===== src/mte_pkg.sv =====
package mte_pkg;

   localparam int MAX_CHARS_DEF = 32;

   localparam logic [1:0] KIND_KEY    = 2'd0;
   localparam logic [1:0] KIND_COMMIT = 2'd1;
   localparam logic [1:0] KIND_CLEAR  = 2'd2;
   localparam logic [1:0] KIND_READ   = 2'd3;

   localparam logic [3:0] KEY_0    = 4'd0;
   localparam logic [3:0] KEY_1    = 4'd1;
   localparam logic [3:0] KEY_9    = 4'd9;
   localparam logic [3:0] KEY_STAR = 4'd10;
   localparam logic [3:0] KEY_HASH = 4'd11;
   localparam logic [3:0] KEY_DEL  = 4'd12;

   localparam logic [2:0] ACT_NONE     = 3'd0;
   localparam logic [2:0] ACT_APPEND   = 3'd1;
   localparam logic [2:0] ACT_REPLACE  = 3'd2;
   localparam logic [2:0] ACT_DELETE   = 3'd3;
   localparam logic [2:0] ACT_CLEAR    = 3'd4;
   localparam logic [2:0] ACT_READ     = 3'd5;

   localparam logic [7:0] CHAR_LOW_A = 8'h61;
   localparam logic [7:0] CHAR_LOW_Z = 8'h7A;
   localparam logic [7:0] CASE_DIFF  = 8'd32;

   typedef struct packed {
      logic [2:0] action;
      logic [7:0] char_out;
      logic [4:0] position;
      logic [5:0] length;
   } result_type;

   function automatic logic [2:0] tap_len(input logic [3:0] key);
      case (key)
         4'd0:    tap_len = 3'd2;
         4'd7:    tap_len = 3'd5;
         4'd9:    tap_len = 3'd5;
         default: tap_len = 3'd4;
      endcase
   endfunction

   function automatic logic [7:0] tap_char(input logic [3:0] key, input logic [2:0] idx);
      logic [7:0] c;
      c = 8'h00;
      case (key)
         4'd0: case (idx)
                  3'd0:    c = " ";
                  3'd1:    c = "0";
                  default: c = 8'h00;
               endcase
         4'd2: case (idx)
                  3'd0: c = "a"; 3'd1: c = "b"; 3'd2: c = "c"; 3'd3: c = "2";
                  default: c = 8'h00;
               endcase
         4'd3: case (idx)
                  3'd0: c = "d"; 3'd1: c = "e"; 3'd2: c = "f"; 3'd3: c = "3";
                  default: c = 8'h00;
               endcase
         4'd4: case (idx)
                  3'd0: c = "g"; 3'd1: c = "h"; 3'd2: c = "i"; 3'd3: c = "4";
                  default: c = 8'h00;
               endcase
         4'd5: case (idx)
                  3'd0: c = "j"; 3'd1: c = "k"; 3'd2: c = "l"; 3'd3: c = "5";
                  default: c = 8'h00;
               endcase
         4'd6: case (idx)
                  3'd0: c = "m"; 3'd1: c = "n"; 3'd2: c = "o"; 3'd3: c = "6";
                  default: c = 8'h00;
               endcase
         4'd7: case (idx)
                  3'd0: c = "p"; 3'd1: c = "q"; 3'd2: c = "r"; 3'd3: c = "s";
                  3'd4: c = "7";
                  default: c = 8'h00;
               endcase
         4'd8: case (idx)
                  3'd0: c = "t"; 3'd1: c = "u"; 3'd2: c = "v"; 3'd3: c = "8";
                  default: c = 8'h00;
               endcase
         4'd9: case (idx)
                  3'd0: c = "w"; 3'd1: c = "x"; 3'd2: c = "y"; 3'd3: c = "z";
                  3'd4: c = "9";
                  default: c = 8'h00;
               endcase
         default: c = 8'h00;
      endcase
      return c;
   endfunction

   function automatic logic [7:0] direct_char(input logic [3:0] key);
      if (key == KEY_STAR) return "*";
      if (key == KEY_HASH) return "#";
      return 8'h30 + {4'd0, key};
   endfunction

endpackage


===== src/multitap_text_entry.sv =====
// An accepted req goes through the decode/store stage, then the output register, to rsp.
// Throughput: one item per cycle; the store has one write and one registered read port.
// A result held on rsp stalls req only once the decode stage is also occupied.
// Reset (synchronous, active high) empties the store, ends the pending tap,
// sets entry_mode to text entry and drops both result stages. No clearing pass.
module multitap_text_entry
   import mte_pkg::*;
#(
   parameter int MAX_CHARS = MAX_CHARS_DEF
) (
   input  logic        clock,
   input  logic        reset,
   input  logic        csr_wr_en,
   input  logic        csr_wr_data,   // entry_mode
   input  logic        req_tvalid,
   output logic        req_tready,
   input  logic [15:0] req_tdata,     // key[3:0], upper_case[4], index[9:5], zero[15:10]
   input  logic [1:0]  req_tuser,     // kind[1:0]
   output logic        rsp_tvalid,
   input  logic        rsp_tready,
   output logic [23:0] rsp_tdata,     // char_out[7:0], position[12:8], length[18:13], zero
   output logic [2:0]  rsp_tuser      // action[2:0]
);

   localparam int AW = (MAX_CHARS > 1) ? $clog2(MAX_CHARS) : 1;
   localparam int LW = $clog2(MAX_CHARS + 1);
   localparam logic [LW-1:0] FULL_LEN = LW'(MAX_CHARS);

   logic [3:0] key;
   logic       upper;
   logic [4:0] idx;
   logic [1:0] kind;
   assign key   = req_tdata[3:0];
   assign upper = req_tdata[4];
   assign idx   = req_tdata[9:5];
   assign kind  = req_tuser;

   logic [LW-1:0] len_ff, len_in;
   logic          pend_ff, pend_in;
   logic [3:0]    last_key_ff, last_key_in;
   logic [2:0]    tap_idx_ff, tap_idx_in;
   logic          mode_ff;

   logic [7:0]    mem_ff [MAX_CHARS];
   logic [7:0]    mem_rd_ff;
   logic          mem_we;
   logic [AW-1:0] wr_addr;
   logic [7:0]    wr_data;
   logic [AW-1:0] rd_addr;
   logic          rd_en;
   logic          rd_hit;

   result_type    res;
   result_type    s1_res_ff;
   logic          s1_valid_ff;
   logic          s1_hit_ff;
   result_type    out_res_ff;
   logic          out_valid_ff;

   logic s1_adv, accept, full, repeat_tap;
   logic [2:0] next_tap;
   logic [7:0] ch;

   assign s1_adv     = s1_valid_ff && (!out_valid_ff || rsp_tready);
   assign req_tready = !s1_valid_ff || s1_adv;
   assign accept     = req_tvalid && req_tready;
   assign full       = (len_ff >= FULL_LEN);
   assign repeat_tap = pend_ff && (key == last_key_ff) && (len_ff != '0);
   assign rd_addr    = AW'(idx);
   assign rd_hit     = ({{(LW > 5 ? LW - 5 : 0){1'b0}}, idx} < len_ff)
                       && (int'(idx) < MAX_CHARS);

   always_comb begin
      len_in      = len_ff;
      pend_in     = pend_ff;
      last_key_in = last_key_ff;
      tap_idx_in  = tap_idx_ff;
      mem_we      = 1'b0;
      wr_addr     = AW'(len_ff);
      wr_data     = 8'h00;
      rd_en       = 1'b0;
      res         = '{action: ACT_NONE, char_out: 8'h00, position: 5'd0, length: 6'd0};
      next_tap    = 3'd0;
      ch          = 8'h00;
      unique case (kind)
         KIND_KEY: begin
            if (mode_ff) begin
               pend_in = 1'b0;
            end
            if (key == KEY_DEL) begin
               if (len_ff != '0) begin
                  len_in       = len_ff - 1'b1;
                  pend_in      = 1'b0;
                  res.action   = ACT_DELETE;
                  res.position = 5'(len_ff - 1'b1);
               end
            end else if (key > KEY_HASH) begin
               res.action = ACT_NONE;
            end else if (mode_ff || key == KEY_1 || key == KEY_STAR || key == KEY_HASH) begin
               if (!full) begin
                  pend_in      = 1'b0;
                  mem_we       = 1'b1;
                  wr_data      = direct_char(key);
                  len_in       = len_ff + 1'b1;
                  res.action   = ACT_APPEND;
                  res.char_out = wr_data;
                  res.position = 5'(len_ff);
               end
            end else if (repeat_tap || !full) begin
               if (repeat_tap) begin
                  next_tap = (tap_idx_ff + 3'd1 >= tap_len(key)) ? 3'd0 : tap_idx_ff + 3'd1;
               end
               tap_idx_in  = next_tap;
               pend_in     = 1'b1;
               last_key_in = key;
               ch = tap_char(key, next_tap);
               if (upper && ch >= CHAR_LOW_A && ch <= CHAR_LOW_Z) begin
                  ch = ch - CASE_DIFF;
               end
               mem_we       = 1'b1;
               wr_data      = ch;
               res.char_out = ch;
               if (repeat_tap) begin
                  wr_addr      = AW'(len_ff - 1'b1);
                  res.action   = ACT_REPLACE;
                  res.position = 5'(len_ff - 1'b1);
               end else begin
                  len_in       = len_ff + 1'b1;
                  res.action   = ACT_APPEND;
                  res.position = 5'(len_ff);
               end
            end
         end
         KIND_COMMIT: begin
            pend_in = 1'b0;
         end
         KIND_CLEAR: begin
            len_in     = '0;
            pend_in    = 1'b0;
            tap_idx_in = 3'd0;
            res.action = ACT_CLEAR;
         end
         KIND_READ: begin
            rd_en        = 1'b1;
            res.action   = ACT_READ;
            res.position = idx;
         end
         default: res.action = ACT_NONE;
      endcase
      res.length = 6'(len_in);
   end

   // entries at or above the length are never returned, so the store needs no clearing
   always_ff @(posedge clock) begin
      if (accept && mem_we) begin
         mem_ff[wr_addr] <= wr_data;
      end
      if (accept && rd_en && rd_hit) begin
         mem_rd_ff <= mem_ff[rd_addr];
      end
   end

   always_ff @(posedge clock) begin
      if (reset) begin
         len_ff       <= '0;
         pend_ff      <= 1'b0;
         last_key_ff  <= 4'd0;
         tap_idx_ff   <= 3'd0;
         mode_ff      <= 1'b0;
         s1_valid_ff  <= 1'b0;
         out_valid_ff <= 1'b0;
      end else begin
         if (csr_wr_en) begin
            mode_ff <= csr_wr_data;
         end
         if (accept) begin
            len_ff      <= len_in;
            pend_ff     <= pend_in;
            last_key_ff <= last_key_in;
            tap_idx_ff  <= tap_idx_in;
         end
         if (accept) begin
            s1_valid_ff <= 1'b1;
         end else if (s1_adv) begin
            s1_valid_ff <= 1'b0;
         end
         if (s1_adv) begin
            out_valid_ff <= 1'b1;
         end else if (rsp_tready) begin
            out_valid_ff <= 1'b0;
         end
      end
   end

   always_ff @(posedge clock) begin
      if (accept) begin
         s1_res_ff <= res;
         s1_hit_ff <= rd_en && rd_hit;
      end
      if (s1_adv) begin
         out_res_ff <= '{action:   s1_res_ff.action,
                         char_out: s1_hit_ff ? mem_rd_ff : s1_res_ff.char_out,
                         position: s1_res_ff.position,
                         length:   s1_res_ff.length};
      end
   end

   assign rsp_tvalid = out_valid_ff;
   assign rsp_tuser  = out_res_ff.action;
   assign rsp_tdata  = {5'd0, out_res_ff.length, out_res_ff.position, out_res_ff.char_out};

endmodule


===== config.mk =====
export PLATFORM = sky130hd
export DESIGN_NAME = multitap_text_entry
export DESIGN_NICKNAME = d
export VERILOG_FILES = /design/src/mte_pkg.sv /design/src/multitap_text_entry.sv
export SDC_FILE = /design/constraint.sdc
export NUM_CORES = 1
export LEC_CHECK = 0
export ABC_AREA = 1
export BUFFER_PORTS_ARGS = -buffer_cell sky130_fd_sc_hd__buf_2
export CORE_MARGIN = 2
export CORE_UTILIZATION = 30
export CTS_BUF_LIST = sky130_fd_sc_hd__clkbuf_4 sky130_fd_sc_hd__clkbuf_8 sky130_fd_sc_hd__clkbuf_16
export CTS_CLUSTER_SIZE = 14
export DETAILED_ROUTE_END_ITERATION = 8
export GPL_TIMING_DRIVEN = 0
export PLACE_DENSITY = 0.46
export SLEW_MARGIN = 25
export SYNTH_ARGS = -nofsm -noshare
export SYNTH_HDL_FRONTEND = slang
export SYNTH_SLANG_ARGS = --single-unit

===== constraint.sdc =====
create_clock -name clock -period 5.59 [get_ports clock]
set_input_delay 0.2795 -clock clock [delete_from_list [all_inputs] [get_ports clock]]
set_output_delay 0.2795 -clock clock [all_outputs]
set_load 0.02 [all_outputs]

* Word-level counts from Yosys, hierarchy flattened
Memory sizes are Yosys's and may differ from the RTL's. A register that Yosys moved wholly into a read port is not among the register bits. Index checks and enable logic that the tools add are counted. Widths: inputs -> output; s select.
Storage, ports and cells: memories kept 1, output and inout bits 29, bits in writable memories 256, bits in registers 62
Memories:
- mem_ff | depth 32, width 8, read ports 1, clocked after memory_dff 1, write ports 1, RTL line multitap_text_entry.sv:44 | logic [7:0] mem_ff [MAX_CHARS];
Cells by class: reduce and logical (&&, ||, !) cells 33, bitwise operators 4, $add $sub $neg 5, order comparisons 6, mux-type cells 109, equal/unequal tests 24
Operator list (number):
- $pmux 7 s4 | 6
- $mux 8 | 20
- $pmux 8 s9 | 1
- $pmux 7 s5 | 2
- $mux 3 | 19
- $mux 5 | 9
- $mux 6 | 7
- $mux 1 | 33
- $mux 16 | 2
- $pmux 6 s2 | 2
- $eq 4x4->1 const B | 5
- $eq 4x3->1 const B | 4
- $mux 14 | 1
- $pmux 3 s2 | 2
- $reduce_and 6->1 | 2
- $logic_and 1x1->1 | 10
- $pmux 5 s2 | 1
- $pmux 3 s3 | 1
- $eq 4x2->1 const B | 2
- $ge 8x7->1 const B | 1
- $le 8x7->1 const B | 1
- $ne 2x2->1 const B | 4
- $reduce_bool 2->1 | 4
- $sub 8x6->8 const B | 1
- 27 further kinds | 41

* Longest topological paths before layout
Gate-level depths: netlist of the first run.
depth after elaboration 34, mapped depth 21, mapped depth without buffers 20

* Worst setup path before layout of the first run
No wires, ideal clock.
kind input -> register, from input port req_tdata[1], to memory mem_ff[0][6] (data pin), setup time 0.468 ns, stages 16, data required time 5.122 ns, data arrival time 3.882 ns, slack 1.240 ns, path buffers 1, cells stage by stage buf_4 -> nor2_1 -> inv_1 -> nor2_1 -> ha_1 -> a21oi_1 -> nand3_1 -> nor2_1 -> nand2_1 -> nand2_1 -> nand2_1 -> nand2_1 -> nand3_1 -> nor2_1 -> ha_1 -> a211oi_1
On the way: word-level cells in the longest chain between the ends 34, elaborated cells on any way between the ends 86, classes of those cells add/sub: 2; order compare: 4; eq/ne: 17; mux: 52; reduce/logical: 11
RTL lines:
- start: declaration | RTL line multitap_text_entry.sv:17 | input logic [15:0] req_tdata,
- $eq 4x4->1 or $eq 4x3->1 (tied branches) | RTL line mte_pkg.sv:36, mte_pkg.sv:47
- $reduce_or 2->1 (no line)
- $pmux 3 s2 | RTL line mte_pkg.sv:36 | case (key)
- $mux 3 | RTL line multitap_text_entry.sv:110 | if (repeat_tap) begin
- $mux 3 | RTL line multitap_text_entry.sv:109 | end else if (repeat_tap || !full) begin
- $mux 3 | RTL line multitap_text_entry.sv:99 | end else if (mode_ff || key == KEY_1 || key == KEY_STAR || key == KEY_HASH) begin
- $mux 3 | RTL line multitap_text_entry.sv:97 | end else if (key > KEY_HASH) begin
- $mux 3 | RTL line multitap_text_entry.sv:90 | if (key == KEY_DEL) begin
- [18 not listed]
- $logic_and 1x1->1 (2 in series) | RTL line multitap_text_entry.sv:117 | if (upper && ch >= CHAR_LOW_A && ch <= CHAR_LOW_Z) begin
- $mux 8 | RTL line multitap_text_entry.sv:117
- $mux 8 | RTL line multitap_text_entry.sv:109
- $mux 8 | RTL line multitap_text_entry.sv:99
- $mux 8 | RTL line multitap_text_entry.sv:97
- $mux 8 (*) | RTL line multitap_text_entry.sv:90
- $mux 8 (*) | RTL line multitap_text_entry.sv:85 | unique case (kind)
- via wr_data[6] | RTL line multitap_text_entry.sv:48 | logic [7:0] wr_data;
- end: declaration | RTL line multitap_text_entry.sv:44
Mark *: on every way through the listed nets, which the timed path passes. The rest lies on a longest branch. The select of a mux whose other input is x is not followed.

* Worst setup path in the final report of the first run
from register len_ff[0], to memory mem_ff[30][3], enable pin
On the way: word-level cells in the longest chain between the ends 11, elaborated cells on any way between the ends 21, classes of those cells add/sub: 1; order compare: 1; mux: 14; reduce/logical: 5
RTL lines:
- start: declaration | RTL line multitap_text_entry.sv:38 | logic [LW-1:0] len_ff, len_in;
- start signal: assignment | RTL line multitap_text_entry.sv:177 | len_ff <= len_in;
- $ge 6x6->1 or $reduce_bool 6->1 (tied branches) | RTL line multitap_text_entry.sv:67, multitap_text_entry.sv:68
- $logic_not 1->1 or $logic_and 1x1->1 (tied branches) | RTL line multitap_text_entry.sv:109, multitap_text_entry.sv:68
- $logic_or 1x1->1 | RTL line multitap_text_entry.sv:109
- $mux 1 | RTL line multitap_text_entry.sv:109
- $mux 1 | RTL line multitap_text_entry.sv:99
- $mux 1 | RTL line multitap_text_entry.sv:97
- $mux 1 | RTL line multitap_text_entry.sv:90
- $mux 1 | RTL line multitap_text_entry.sv:85
- $logic_and 1x1->1 | RTL line multitap_text_entry.sv:155 | if (accept && mem_we) begin
- $mux 1 | RTL line multitap_text_entry.sv:155
- $mux 1 (not written as such) | RTL line multitap_text_entry.sv:156 | mem_ff[wr_addr] <= wr_data;
Parallel ways exist; a longest one is shown, timed or not.

==> results of run 1 <==
-- kinds of logic after synthesis --
kind of cell	Yosys count	share of synthesized area, %
muxes	8	0.624
AOI/OAI and AO/OA	317	13.1
xor gates and xnor gates	6	0.416
adders and majority gates	18	1.56
and+or+nand+nor	466	13.6
other	1	0.0260
DFF	326	66.6
buffers and inverters	145	4.13
-- routing by layer --
layer / up-vias / GRT usage [%] / routed length (µm)
met4: 0 / 4.34 / 939
met5: - / 0 / 0
met1: 5236 / 25.4 / 20500
li1: 4841 / - / -
met3: 63 / 3.06 / 2750
met2: 370 / 29.4 / 20800
-- final cells by class --
cell class	count	area (µm²)	share of cell area, %
clock inverter	20	178	1.05
buffer	72	324	1.91
multi-input combinational	820	4370	25.8
sequential	326	9620	56.8
timing repair buffer	50	449	2.65
clock buffer	42	946	5.59
inverter	73	274	1.62
tap	615	769	4.55
-- critical path: cells and delay by family, from the launching register on --
kind	cells	cell delay, ns
buffers and inverters	1	0.40
adders and majority gates	1	0.36
and+or+nand+nor	9	2.30
DFF	1	0.47
-- cells in the mapped netlist (17+ instances only) --
| cell | count | area [µm²] |
|---|---|---|
| edfxtp_1 | 309 | 9280 |
| o21ai_0 | 164 | 821 |
| inv_1 | 56 | 210 |
| a21oi_1 | 49 | 245 |
| clkbuf_1 | 54 | 203 |
| nand3_1 | 62 | 310 |
| dfxtp_1 | 17 | 340 |
| o22ai_1 | 18 | 113 |
| nor2_1 | 229 | 860 |
| ha_1 | 18 | 225 |
| nand2_1 | 127 | 477 |
| o221ai_1 | 48 | 420 |
-- path summary, 6_finish.rpt --
kind                                      end  depth (start not counted)
worst min-delay path               rsp_tvalid                          4
worst min register to register   rsp_tuser[2]                          0
worst max register to register  mem_ff[30][3]                         11
worst max-delay path            mem_ff[30][3]                         11
-- where the power goes --
| part | internal, W | leakage [nW] | switching [W] |
|---|---|---|---|
| logic | 0.000133 | 2.22 | 0.000354 |
| registers | 0.00270 | 3.03 | 0.0000116 |
| clock network | 0.00135 | 0.560 | 0.000959 |
| total | 0.00418 | 5.81 | 0.00132 |
-- registers in the layout (all words and copies together) (netlist names) --
signal,cells
mode_ff,1
tap_idx_ff,3
s1_res_ff,22
mem_ff,256
s1_valid_ff,1
mem_rd_ff,8
pend_ff,1
last_key_ff,4
len_ff,6
rsp_tuser,3
rsp_tvalid,1
s1_hit_ff,1
rsp_tdata,19
-- stage by stage --
| stage | setup TNS, ns | power (W) |
|---|---|---|
| 2_1_floorplan | 0 | 0.00304 |
| 3_3_place_gp | -90.39 | 0.00322 |
| 4_1_cts | 0 | 0.00555 |
| 3_5_place_dp | 0 | 0.00324 |
| 6_report | 0 | 0.00550 |
| 5_1_grt | 0 | 0.00569 |
-- placed cells by master (no fill, tap or decap), drive strengths merged, types with 48 or more instances in the layout --
master,Yosys,layout
nand3,66,66
a21oi,49,49
o21ai,176,176
buf,18,66
nor2,243,243
edfxtp,309,309
clkbuf,54,96
inv,71,72
o221ai,48,48
nand2,136,136
==> metrics.csv, run 1 <==
metric,value,unit
place_hpwl,31900,µm
grt_max_degree,31,
max_cap_violations,0,
ys_ff_latch,326,
clockBufferDepth,3,
viasPerCell,5.21,
post_cts_buffers,0,
cts_tree,built,
relSlewSlack,28.9,%
ff2ff_setup_slack,1.67,ns
fillers,4663,
nets,1421,
crit_arrival,4.07,ns
dp_slack,1.57,ns
wire_per_inst,22.3,µm
fin_util,35.5,%
cp_slowest_stage_delay,0.89,ns
wl,44900,µm
hold_violations,0,
peakVddDrop,0.179,mV
cts_hold_buf,2,
die_x,223,µm
numCtsBuffers,36,
rsz0062_at_grt,false,
area_growth_syn_to_layout,17.2,%
initial_core_util,30.3,%
first_global_vias,10200,
crit_type,reg2reg,
min_from,rsp_tready,
cts_resized,0,
insertion_delay,0.55,ns
io_buffers,38,
dp.cells,1954,
setup_viol,0,
status,finished clean,
fin_cells,2018,
synthCells,1287,
postLayoutCellArea,16900,µm²
crit_required,5.75,ns
yosysSeqAreaShare,66.6,%
core_area,47600,µm²
grt-ovfl-total,0,
grt_pass1_wl,67100,µm
rr_startpoint,len_ff[0],
diodes,0,
path_cells,clkinv_1 > ha_1 > nand2_1 > nor2_1 > nor2_2 > nand2_2 > nand2_1 > nand2_1 > nor2_2 > nand2_1 > nor2_1,
critical_path.max_fanout,11,
tightest_slew,1.06,ns
ys.flop_type,edfxtp_1,
post_synth.cell_area_avg,11.2,µm²
placed_cell_area,15800,µm²
drt_iter0_markers,978,
clk_pin_slew,0.06,ns
clock-sinks,326,
die_h,223,µm
ant_nets,0,
die_area,49900,µm²
maxSlewViolCount,0,
grt_usage,18.2,%
power.density,325,nW/µm²
num_rows,80,
dr.pass1.iters,5,
place_congestion,0.871,
clockRootBuffer,clkbuf_16,
cpMaxStageDelayCell,nor2_1,
ys_async_sr_fraction,0,%
leakagePower,5.81,nW
max_freq,255,MHz
drive_above_1_share,13.8,%
fin_ws,1.67,ns
final.period_utilization,70.1,%
htree_levels,2,
drc,0,
grt_antenna_before_repair,0,
vias,10500,
worstSetupStartpointType,flip-flop,
ys_warn_count,0,
synth_cell_type_count,40,
io_pins,53,
hp-class,in2reg,
netlist_area,14400,µm²
fin_skew,0.0244,ns
crit_top_cell,nand2_1,
critPathCaptureType,flip-flop,
fin_hold_ws,0.0592,ns
fin_crit,3.92,ns
synth_edf_count,309,
startpoint,len_ff[0],
Power figures use the tool's default switching activity.
==> inputs of run 2 (changes only) <==
- clock period: 5.59 -> 4 ns (I/O delays scaled with it)
==> run 2 against run 1 <==
Against the previous run: first-iteration DRC count increased by 3.5%; clock-buffer cell count increased by 5; total power grew 42%; maximum frequency is essentially flat; sequential power rose by 39%; largest cell class unchanged; highest routed layer unchanged.
==> metrics.csv, run 2 (same netlist as run 1, synthesis figures left out) <==
metric,value,unit
diodes,0,
max_freq,256,MHz
combPwrFrac,8.9,%
final_common_cell,edfxtp_1,
cp-endpoint,mem_ff[30][6],
fin_setup_tns,0,ns
cp_num_buf_inv,1,
die_h,223,µm
startpoint,len_ff[0],
cts_tree,built,
status,finished clean,
critical_path.max_fanout,11,
hold_violations,0,
numCtsBuffers,38,
die_x,223,µm
io_buffers,38,
grt_usage,18.4,%
path_delay_family,simple AND/OR/NAND/NOR gates,
insertion_delay,0.56,ns
fin_skew,0.0178,ns
final.period_utilization,97.8,%
tightest_slew,0.946,ns
power.density,457,nW/µm²
crit_cells,11,
worstHoldPathCells,3,
worstSetupStartpointType,flip-flop,
vias,10500,
drc,0,
clockRootBuffer,clkbuf_16,
clock-sinks,326,
leakagePower,5.84,nW
fin_crit,3.91,ns
ff2ff_setup_slack,0.09,ns
swShare,25.0,%
critPathCaptureType,flip-flop,
grt_max_degree,31,
relSlewSlack,36.7,%
place_hpwl,31900,µm
ant_nets,0,
grt_antenna_before_repair,0,
setup_viol,0,
grt-ovfl-total,0,
max_cap_violations,0,
seqPwrFrac,48.5,%
largest_reg_flops,256,
io_pins,53,
nets,1426,
drive_above_1_share,15.7,%
cpMaxStageDelayCell,nor2_1,
fin_hold_ws,0.0171,ns
wire_per_inst,22.7,µm
viasPerCell,5.17,
place_congestion,0.879,
worstReg2RegEnd,mem_ff[30][6],
wl,45900,µm
hp-class,in2reg,
initial_core_util,30.3,%
htree_levels,2,
power.net_switching,0.00195,W
final_cell_mix,"edfxtp_1, nor2_1, o21ai_0, nand2_1, nand3_1",
cp_slowest_stage_delay,0.84,ns
crit_required,4.18,ns
grt_pass1_wl,67400,µm
reg2reg_depth,11,
drt_iter0_markers,1012,
rsz0062_at_grt,true,
num_rows,80,
crit_type,reg2reg,
clockBufferDepth,3,
clk_pin_slew,0.06,ns
core_area,47600,µm²
path_cells,clkinv_1 > ha_1 > nand2_1 > nor2_1 > nor2_2 > nand2_2 > nand2_1 > nand2_1 > nor2_2 > nand2_1 > nor2_1,
maxSlewViolCount,0,
rr_startpoint,len_ff[0],
area_growth_syn_to_layout,18.1,%
crit_top_cell,nand2_1,
regMostFlops,mem_ff,
dr.pass1.iters,5,
crit_arrival,4.09,ns
clkPwrFrac,42.6,%
die_area,49900,µm²
first_global_vias,10100,
intPower,0.00584,W
peakVddDrop,0.276,mV
==> run 2: changes by cell type in the layout (fill, tap and decap cells not counted), sizes merged <==
cell         before  now
bufinv            3    1
buf              66   67
clkinv           18   19
clkbuf           96  101
dlygate4sd3       2    4
clkinvlp          0    2
inv              72   71
==> run 2: tightest hold or removal path: cells and delay by family <==
family | cells | cell delay, ns
AOI/OAI and AO/OA | 1 | 0.07
buffers and inverters | 1 | 0.16
and+or+nand+nor | 1 | 0.09
==> run 2: power groups by stage <==
stage          logic [W]  clock network, W  registers (W)
3_3_place_gp    0.000638                 0        0.00386
3_5_place_dp    0.000674                 0        0.00386
6_report        0.000692           0.00332        0.00378
2_1_floorplan   0.000385                 0        0.00387
4_1_cts         0.000681           0.00338        0.00378
5_1_grt         0.000750           0.00351        0.00379
==> run 2: metrics by stage <==
stage	instances	cell area (µm²)	util (%)	total power (W)	setup WS (ns)
after detailed placement	1954	15800	33.1	0.00453	-0.177
after floorplan	1291	14500	-	0.00425	0.361
after global placement	1944	15400	32.4	0.00450	-1.89
final	2026	17100	35.8	0.00779	0.0863
after CTS	2026	17000	35.7	0.00784	0.0872
after global routing	2026	17100	35.8	0.00805	-0.190
==> run 2: worst min path at each step <==
stage / start / to / slack, ns
floorplan: csr_wr_data / mode_ff / 0.34
global placement: s1_res_ff[7] / rsp_tdata[9] / 0.40
detailed placement: s1_res_ff[10] / rsp_tdata[12] / 0.40
CTS: req_tdata[3] / last_key_ff[3] / 0.004
global route: req_tdata[3] / last_key_ff[3] / 0.006
finish: req_tdata[3] / last_key_ff[3] / 0.02
==> run 2: layout make-up <==
class	count	area, µm²
Fill cell	4729	30600
Tap cell	615	769
Clock inverter	20	168
Buffer	72	324
Multi-Input combinational cell	820	4430
Timing Repair Buffer	53	460
Clock buffer	47	1020
Sequential cell	326	9620
Inverter	73	274
==> run 2: timing repair <==
item                                   4_1_cts  5_1_grt
pin swaps                                    1        0
gates resized for setup                      0       25
setup buffers                                1        0
hold buffers                                 4        0
setup endpoints to repair                    6      256
cloned                                       0        0
endpoints found under the hold margin        4        0
==> run 2: routing by layer <==
layer / share of wire [%] / global-route usage, % / vias up
li1: - / - / 4869
met1: 46 / 25.9 / 5186
met2: 46 / 29.5 / 348
met3: 5.8 / 2.86 / 64
met4: 2.3 / 4.99 / 0
met5: 0 / 0 / -
